File: src/design/ssa_pkg.sv
`timescale 1ns / 1ps
`default_nettype none
// ----------------------------------------------------------------------------
// Sample statistics package
// Shared widths, request codes, transaction structs and the command and
// status structs between the controller and the datapath.
// ----------------------------------------------------------------------------
package ssa_pkg;

  localparam int unsigned DATA_W    = 32;
  localparam int unsigned ACC_W     = 64;
  localparam int unsigned REQ_W     = 2;
  localparam int unsigned DIV_STEPS = ACC_W;
  localparam int unsigned STEP_W    = $clog2(DIV_STEPS);

  localparam logic [REQ_W-1:0] REQ_SAMPLE = 2'd0;
  localparam logic [REQ_W-1:0] REQ_READ   = 2'd1;
  localparam logic [REQ_W-1:0] REQ_CLEAR  = 2'd2;

  typedef struct packed {
    logic [REQ_W-1:0]  req_type;
    logic [DATA_W-1:0] sample;
  } req_t;

  typedef struct packed {
    logic [DATA_W-1:0] average;
    logic [DATA_W-1:0] variance;
    logic [DATA_W-1:0] high_mark;
    logic [DATA_W-1:0] low_mark;
    logic [DATA_W-1:0] sample_total;
  } result_t;

  typedef struct packed {
    logic acc;
    logic clr;
    logic div_load;
    logic div_sel_sq;
    logic div_step;
    logic save_avg;
    logic mul;
    logic emit;
  } ctrl_cmd_t;

  typedef struct packed {
    logic div_last;
  } dp_status_t;

endpackage
`default_nettype wire

File: src/design/ssa_ctrl.sv
`timescale 1ns / 1ps
`default_nettype none
// ----------------------------------------------------------------------------
// Sample statistics controller
// Decodes accepted transactions and sequences the two divisions, the square
// of the average and the result write for a read.
// ----------------------------------------------------------------------------
module ssa_ctrl (
  input  wire logic                     clk_i,
  input  wire logic                     rst_ni,
  input  wire logic                     start_i,
  input  wire logic [ssa_pkg::REQ_W-1:0] req_type_i,
  input  wire ssa_pkg::dp_status_t      status_i,
  output ssa_pkg::ctrl_cmd_t            cmd_o,
  output logic                          busy_o
);
  import ssa_pkg::*;

  typedef enum logic [5:0] {
    ST_IDLE  = 6'b000001,
    ST_DIV_A = 6'b000010,
    ST_SAVE_A = 6'b000100,
    ST_DIV_B = 6'b001000,
    ST_MUL   = 6'b010000,
    ST_OUT   = 6'b100000
  } state_e;

  state_e state_q, state_d;

  always_comb begin
    state_d = state_q;
    cmd_o   = '0;
    busy_o  = (state_q != ST_IDLE);
    unique case (state_q)
      ST_IDLE: begin
        if (start_i) begin
          unique case (req_type_i)
            REQ_SAMPLE: cmd_o.acc = 1'b1;
            REQ_READ: begin
              cmd_o.div_load = 1'b1;
              state_d        = ST_DIV_A;
            end
            REQ_CLEAR: cmd_o.clr = 1'b1;
            default: ;
          endcase
        end
      end
      ST_DIV_A: begin
        cmd_o.div_step = 1'b1;
        if (status_i.div_last) state_d = ST_SAVE_A;
      end
      ST_SAVE_A: begin
        cmd_o.save_avg   = 1'b1;
        cmd_o.div_load   = 1'b1;
        cmd_o.div_sel_sq = 1'b1;
        state_d          = ST_DIV_B;
      end
      ST_DIV_B: begin
        cmd_o.div_step = 1'b1;
        if (status_i.div_last) state_d = ST_MUL;
      end
      ST_MUL: begin
        cmd_o.mul = 1'b1;
        state_d   = ST_OUT;
      end
      ST_OUT: begin
        cmd_o.emit = 1'b1;
        state_d    = ST_IDLE;
      end
      default: state_d = ST_IDLE;
    endcase
  end

  always_ff @(posedge clk_i or negedge rst_ni) begin
    if (!rst_ni) begin
      state_q <= ST_IDLE;
    end else begin
      state_q <= state_d;
    end
  end

endmodule
`default_nettype wire

File: src/design/ssa_dp.sv
`timescale 1ns / 1ps
`default_nettype none
// ----------------------------------------------------------------------------
// Sample statistics datapath
// Accumulators and water marks, a pipelined sample square, a one-bit-per-cycle
// restoring divider and the result register.
// ----------------------------------------------------------------------------
module ssa_dp (
  input  wire logic                      clk_i,
  input  wire logic                      rst_ni,
  input  wire logic [ssa_pkg::DATA_W-1:0] sample_i,
  input  wire ssa_pkg::ctrl_cmd_t        cmd_i,
  output ssa_pkg::dp_status_t            status_o,
  output logic                           result_valid_o,
  output ssa_pkg::result_t               result_o
);
  import ssa_pkg::*;

  logic [DATA_W-1:0]   count_q, low_q, high_q;
  logic [ACC_W-1:0]    sum_q, sumsq_q;
  logic [ACC_W-1:0]    sq_q;
  logic                sq_vld_q;
  logic [ACC_W-1:0]    sample_sq;

  logic [ACC_W-1:0]    dvd_q;
  logic [DATA_W-1:0]   rem_q;
  logic [STEP_W-1:0]   step_q;
  logic [DATA_W:0]     rem_sh;
  logic                q_bit;

  logic [DATA_W-1:0]   avg_q, q2_q, avgsq_q;
  logic [2*DATA_W-1:0] avg_prod;
  logic                result_valid_q;
  result_t             result_q;

  assign sample_sq = {{DATA_W{1'b0}}, sample_i} * {{DATA_W{1'b0}}, sample_i};
  assign avg_prod  = {{DATA_W{1'b0}}, avg_q} * {{DATA_W{1'b0}}, avg_q};

  assign rem_sh = {rem_q, dvd_q[ACC_W-1]};
  assign q_bit  = (rem_sh >= {1'b0, count_q});

  assign status_o.div_last = (step_q == STEP_W'(DIV_STEPS - 1));

  always_ff @(posedge clk_i or negedge rst_ni) begin
    if (!rst_ni) begin
      count_q  <= '0;
      sum_q    <= '0;
      sumsq_q  <= '0;
      low_q    <= '1;
      high_q   <= '0;
      sq_vld_q <= 1'b0;
    end else if (cmd_i.clr) begin
      count_q  <= '0;
      sum_q    <= '0;
      sumsq_q  <= '0;
      low_q    <= '1;
      high_q   <= '0;
      sq_vld_q <= 1'b0;
    end else begin
      sq_vld_q <= cmd_i.acc;
      if (sq_vld_q) sumsq_q <= sumsq_q + sq_q;
      if (cmd_i.acc) begin
        if (count_q != '1) count_q <= count_q + DATA_W'(1);
        sum_q <= sum_q + {{(ACC_W-DATA_W){1'b0}}, sample_i};
        if (sample_i < low_q) low_q <= sample_i;
        if (sample_i > high_q) high_q <= sample_i;
      end
    end
  end

  always_ff @(posedge clk_i or negedge rst_ni) begin
    if (!rst_ni) begin
      step_q         <= '0;
      result_valid_q <= 1'b0;
    end else begin
      result_valid_q <= cmd_i.emit;
      if (cmd_i.div_load) begin
        step_q <= '0;
      end else if (cmd_i.div_step) begin
        step_q <= step_q + STEP_W'(1);
      end
    end
  end

  always_ff @(posedge clk_i) begin
    if (cmd_i.acc) sq_q <= sample_sq;
    if (cmd_i.div_load) begin
      dvd_q <= cmd_i.div_sel_sq ? sumsq_q : sum_q;
      rem_q <= '0;
    end else if (cmd_i.div_step) begin
      dvd_q <= {dvd_q[ACC_W-2:0], q_bit};
      rem_q <= q_bit ? DATA_W'(rem_sh - {1'b0, count_q}) : rem_sh[DATA_W-1:0];
    end
    if (cmd_i.save_avg) avg_q <= dvd_q[DATA_W-1:0];
    if (cmd_i.mul) begin
      q2_q    <= dvd_q[DATA_W-1:0];
      avgsq_q <= avg_prod[DATA_W-1:0];
    end
    if (cmd_i.emit) begin
      result_q.sample_total <= count_q;
      if (count_q == '0) begin
        result_q.average   <= '0;
        result_q.variance  <= '0;
        result_q.high_mark <= '0;
        result_q.low_mark  <= '0;
      end else begin
        result_q.average   <= avg_q;
        result_q.variance  <= q2_q - avgsq_q;
        result_q.high_mark <= high_q;
        result_q.low_mark  <= low_q;
      end
    end
  end

  assign result_valid_o = result_valid_q;
  assign result_o       = result_q;

endmodule
`default_nettype wire

File: src/design/sample_stats_accumulator.sv
`timescale 1ns / 1ps
`default_nettype none
// ----------------------------------------------------------------------------
// Sample statistics accumulator
// Sample and clear transactions can be issued every cycle while busy is low.
// A read runs two 64-step bit-serial divisions on one shared divider, saving
// the average between them, then squares the average and writes the result;
// busy stays high until the result strobe. The receiver cannot stall the result.
// Reset is asynchronous and returns all statistics to their cleared values.
// ----------------------------------------------------------------------------
module sample_stats_accumulator (
  input  wire logic             clk_i,
  input  wire logic             rst_ni,
  input  wire logic             start,
  output logic                  busy,
  input  wire ssa_pkg::req_t    req_i,
  output logic                  result_valid_o,
  output ssa_pkg::result_t      result_o
);
  import ssa_pkg::*;

  ctrl_cmd_t  cmd;
  dp_status_t status;

  ssa_ctrl u_ctrl (
    .clk_i      (clk_i),
    .rst_ni     (rst_ni),
    .start_i    (start),
    .req_type_i (req_i.req_type),
    .status_i   (status),
    .cmd_o      (cmd),
    .busy_o     (busy)
  );

  ssa_dp u_dp (
    .clk_i          (clk_i),
    .rst_ni         (rst_ni),
    .sample_i       (req_i.sample),
    .cmd_i          (cmd),
    .status_o       (status),
    .result_valid_o (result_valid_o),
    .result_o       (result_o)
  );

  a_no_back_to_back_results: assert property (@(posedge clk_i) disable iff (!rst_ni)
    result_valid_o |=> !result_valid_o)
    else $error("Two result strobes in consecutive cycles.");

  a_read_sets_busy: assert property (@(posedge clk_i) disable iff (!rst_ni)
    (start && !busy && req_i.req_type == REQ_READ) |=> busy)
    else $error("Read transaction did not make the block busy.");

  a_result_after_busy: assert property (@(posedge clk_i) disable iff (!rst_ni)
    result_valid_o |-> $past(busy))
    else $error("Result strobe without a preceding read sequence.");

  a_empty_read_zero: assert property (@(posedge clk_i) disable iff (!rst_ni)
    (result_valid_o && result_o.sample_total == '0) |->
      (result_o.average == '0 && result_o.variance == '0 &&
       result_o.high_mark == '0 && result_o.low_mark == '0))
    else $error("Read with no samples returned nonzero statistics.");

endmodule
`default_nettype wire
File: config.mk
export PLATFORM = sky130hd
export DESIGN_NAME = sample_stats_accumulator
export DESIGN_NICKNAME = d
export VERILOG_FILES = /design/src/design/ssa_pkg.sv /design/src/design/ssa_ctrl.sv /design/src/design/ssa_dp.sv /design/src/design/sample_stats_accumulator.sv
export SDC_FILE = /design/constraint.sdc
export NUM_CORES = 2
export LEC_CHECK = 0
export BUFFER_PORTS_ARGS = -buffer_cell sky130_fd_sc_hd__buf_2
export CORE_MARGIN = 2
export CORE_UTILIZATION = 55
export DETAILED_ROUTE_END_ITERATION = 6
export GPL_TIMING_DRIVEN = 0
export MAX_ROUTING_LAYER = met4
export PLACE_DENSITY_LB_ADDON = 0.1
export SLEW_MARGIN = 0
export SYNTH_ARGS = -nofsm -noshare
export SYNTH_HDL_FRONTEND = slang
export SYNTH_HIERARCHICAL = 1
export SYNTH_SLANG_ARGS = --single-unit
export TNS_END_PERCENT = 1
File: constraint.sdc
create_clock -name clk_i -period 13.7 [get_ports clk_i]
set_input_delay 2.055 -clock clk_i [delete_from_list [all_inputs] [get_ports clk_i]]
set_output_delay 2.055 -clock clk_i [all_outputs]
set_load 0.005 [all_outputs]
==> run metrics <==
status finished clean; Setup CP Type input pin to flip-flop; routed via count 56800; CTS Sinks 652; clock slew at reported path FFs approximately 0.060 ns; height of the die around 380 um; number of gates given a new drive strength after cts 0; insertion delay to the later sink of the worst-skew pair about 0.70 ns; Slowest Stage Delay on Critical Path roughly 1.0 ns; Slew HR ~5.4%; Initial Utilization between 50% and 60%; maximum number of pins on one net before global-route repair 92; number of DRC markers in iteration 0 4308; routed vias/inst about 5.6; die area around 140000 sq um; CP bufs+invs 8; Root Buffer clkbuf_16; Yosys top cell by area fa_1; DRC 0; Max Slew Vio Count 0; Worst Clk Skew roughly 0.037 ns; sequential fraction of the synthesis area between 20% and 30%; Buffers on Ports 198; CP delay by family, top adder cells; Post-DRT Antenna Nets 0; row cnt 137; post-synth top area share around 30%; HP Class flip-flop to flip-flop; drt pass-1 iters 6; Layout Area Growth over Synthesis 8.05%; worst hold slack around 0.47 ns; Worst Setup Start Kind input pin; Final GP Congestion between 0.9 and 1; Synth area leaders fa_1, edfxtp_1, ha_1, inv_1, dfrtp_1; slowest CP cell clkbuf_1; DR WL/cell 24.0 um; final net count 10000; worst endpoint data arrival time between 10 and 15 ns; CP dominant cell by count fa_1; Post-synth EDFFs 382; Total Wirelength 243000 um; #FFs+latches synth 652; period utilization 85.9%; Syn. warnings 6; vias in the first global route ~59000; Mapped Nets about 10000; post-synth cell types 91; worst-margin pin slew between 1 and 1.5 ns; Die W approximately 380 um; CTS tree yes; RSZ-0062 raised after global routing no; Core Area about 140000 sq um; Synth Cell Area 77500 sq um; Post-CTS Setup Bufs 0; layout cell share with drive strength beyond 1 under 10%; setup TNS 0 ns; Post-DP HPWL between 150000 and 200000 um; GRT Total Usage ~35%; initial antenna violation count 14; H-tree depth 3; Clock Tree Buf Depth 3; Post-Syn Instances roughly 7900; Post-synth ARST share between 30% and 40%; CTS Buf Count 76; CP Max Fanout 10; Synth Flop Type edfxtp_1; commonest non-fill, non-tap cell in the layout inv_1; Avg Cell Area, Syn a little under 10 sq um; commonest cells after routing, fill and taps aside inv_1, fa_1, ha_1; Crit path required time around 14 ns; Worst Setup End Kind flip-flop; GR Overflow Total 0; first-pass GRT wire length 364000 um; Hold-fix buffers, CTS 0; Max-cap violations 0; final hold violation count 0; # IOs around 200; Final Critical Period approximately 12 ns; final setup vio count 0; Max Fclk 85.0 MHz
## area by class of cell
cell class | instances | area [sq um]
sequential | 652 | 18100
multi-input combinational | 5273 | 52100
clock inverter | 36 | 393
inverter | 1653 | 6200
timing repair buffer | 228 | 1380
antenna | 7 | 17.5
tap | 1876 | 2350
fill | 12200 | 55900
clock buffer | 102 | 2090
buffer | 290 | 1140
## worst reg2reg max path, cell delays in order, from the launching register on
cell,delay (ns)
edfxtp_1,0.46
clkbuf_1,0.72
clkbuf_1,0.76
nand2_1,0.19
fa_1,0.62
inv_1,0.07
fa_1,0.44
fa_1,0.55
inv_1,0.05
fa_1,0.48
inv_1,0.05
fa_1,0.48
fa_1,0.58
fa_1,0.43
fa_1,0.44
ha_1,0.35
o21a_1,0.14
o21ai_0,0.08
nand2b_1,0.12
nand3_1,0.16
a2111oi_0,1.14
o21a_1,0.31
o31a_1,0.19
o31ai_1,0.13
o311ai_0,0.84
## kinds of logic after synthesis
logic type,Yosys count,share of synthesized area (%)
multiplexers,224,2.90
flip-flops,652,23.4
AND/OR/NAND/NOR,1940,11.9
adder cells (fa/ha/maj),1816,40.5
XOR/XNOR,338,3.82
AO/OA/AOI/OAI,955,8.01
buffers and inverters,1943,9.47
## stage by stage
step / cells / setup WS, ns / instance area, sq um / util [%]
floorplan: 7868 / 0.0639 / 77500 / -
global route: 10100 / 1.59 / 83800 / 60.0
finish: 10100 / 1.94 / 83800 / 60.0
CTS: 10100 / 2.02 / 83800 / 60.0
global placement: 9942 / -6.43 / 80900 / 57.9
detailed placement: 9972 / 1.32 / 81300 / 58.2
## cell usage after synthesis (57+ instances only)
cell type  number
inv_1        1651
fa_1         1161
ha_1          655
nor2_1        637
nand2_1       518
edfxtp_1      382
and2_1        325
a21oi_1       304
clkbuf_1      258
xnor2_1       225
mux2i_1       222
dfrtp_1       205
a21o_1        165
o21ai_0       115
xor2_1        113
nand3_1        64
nor2b_1        64
nand4_1        62
nor3_1         60
a211oi_1       57
## metal layers
| layer | routed length [um] | global-route usage (%) |
|---|---|---|
| met3 | 17000 | 5.00 |
| met1 | 100000 | 45.7 |
| met4 | 13600 | 16.4 |
| met2 | 112000 | 55.8 |
| met5 | 0 | - |
## path summary, 6_finish.rpt
check                                       startpoint                           end  slack [ns]  cells past startpoint
min                        u_dp/rem_q[17]$_SDFFE_PP0P_   u_dp/rem_q[17]$_SDFFE_PP0P_        0.47                      2
max reg2reg                   u_dp/avg_q[11]$_DFFE_PP_    u_dp/avgsq_q[30]$_DFFE_PP_        3.59                     24
min reg2reg                u_dp/rem_q[17]$_SDFFE_PP0P_   u_dp/rem_q[17]$_SDFFE_PP0P_        0.47                      2
max in group asynchronous                       rst_ni     u_dp/low_q[1]$_DFFE_PN1P_       11.36                      2
min in group asynchronous                       rst_ni  u_dp/sumsq_q[61]$_DFFE_PN0P_        1.37                      1
max                                          req_i[24]       u_dp/sq_q[62]$_DFFE_PP_        1.94                     27
## flip-flops by register name (all words and copies together) (netlist names)
name and flops:
u_dp/avg_q 32, u_dp/avgsq_q 31, u_dp/rem_q 32, u_dp/sq_vld_q 1, u_dp/dvd_q 64, u_dp/count_q 32
u_dp/result_valid_o 1, u_dp/low_q 32, u_dp/sumsq_q 64, u_dp/result_o 160, u_dp/step_q 6, u_dp/sum_q 64
u_ctrl/state_q 6, u_dp/high_q 32, u_dp/q2_q 32, u_dp/sq_q 63
Power is left out: the tool's default activity adds up to more than one toggle a clock period on the data nets, which glitch-free logic cannot reach.
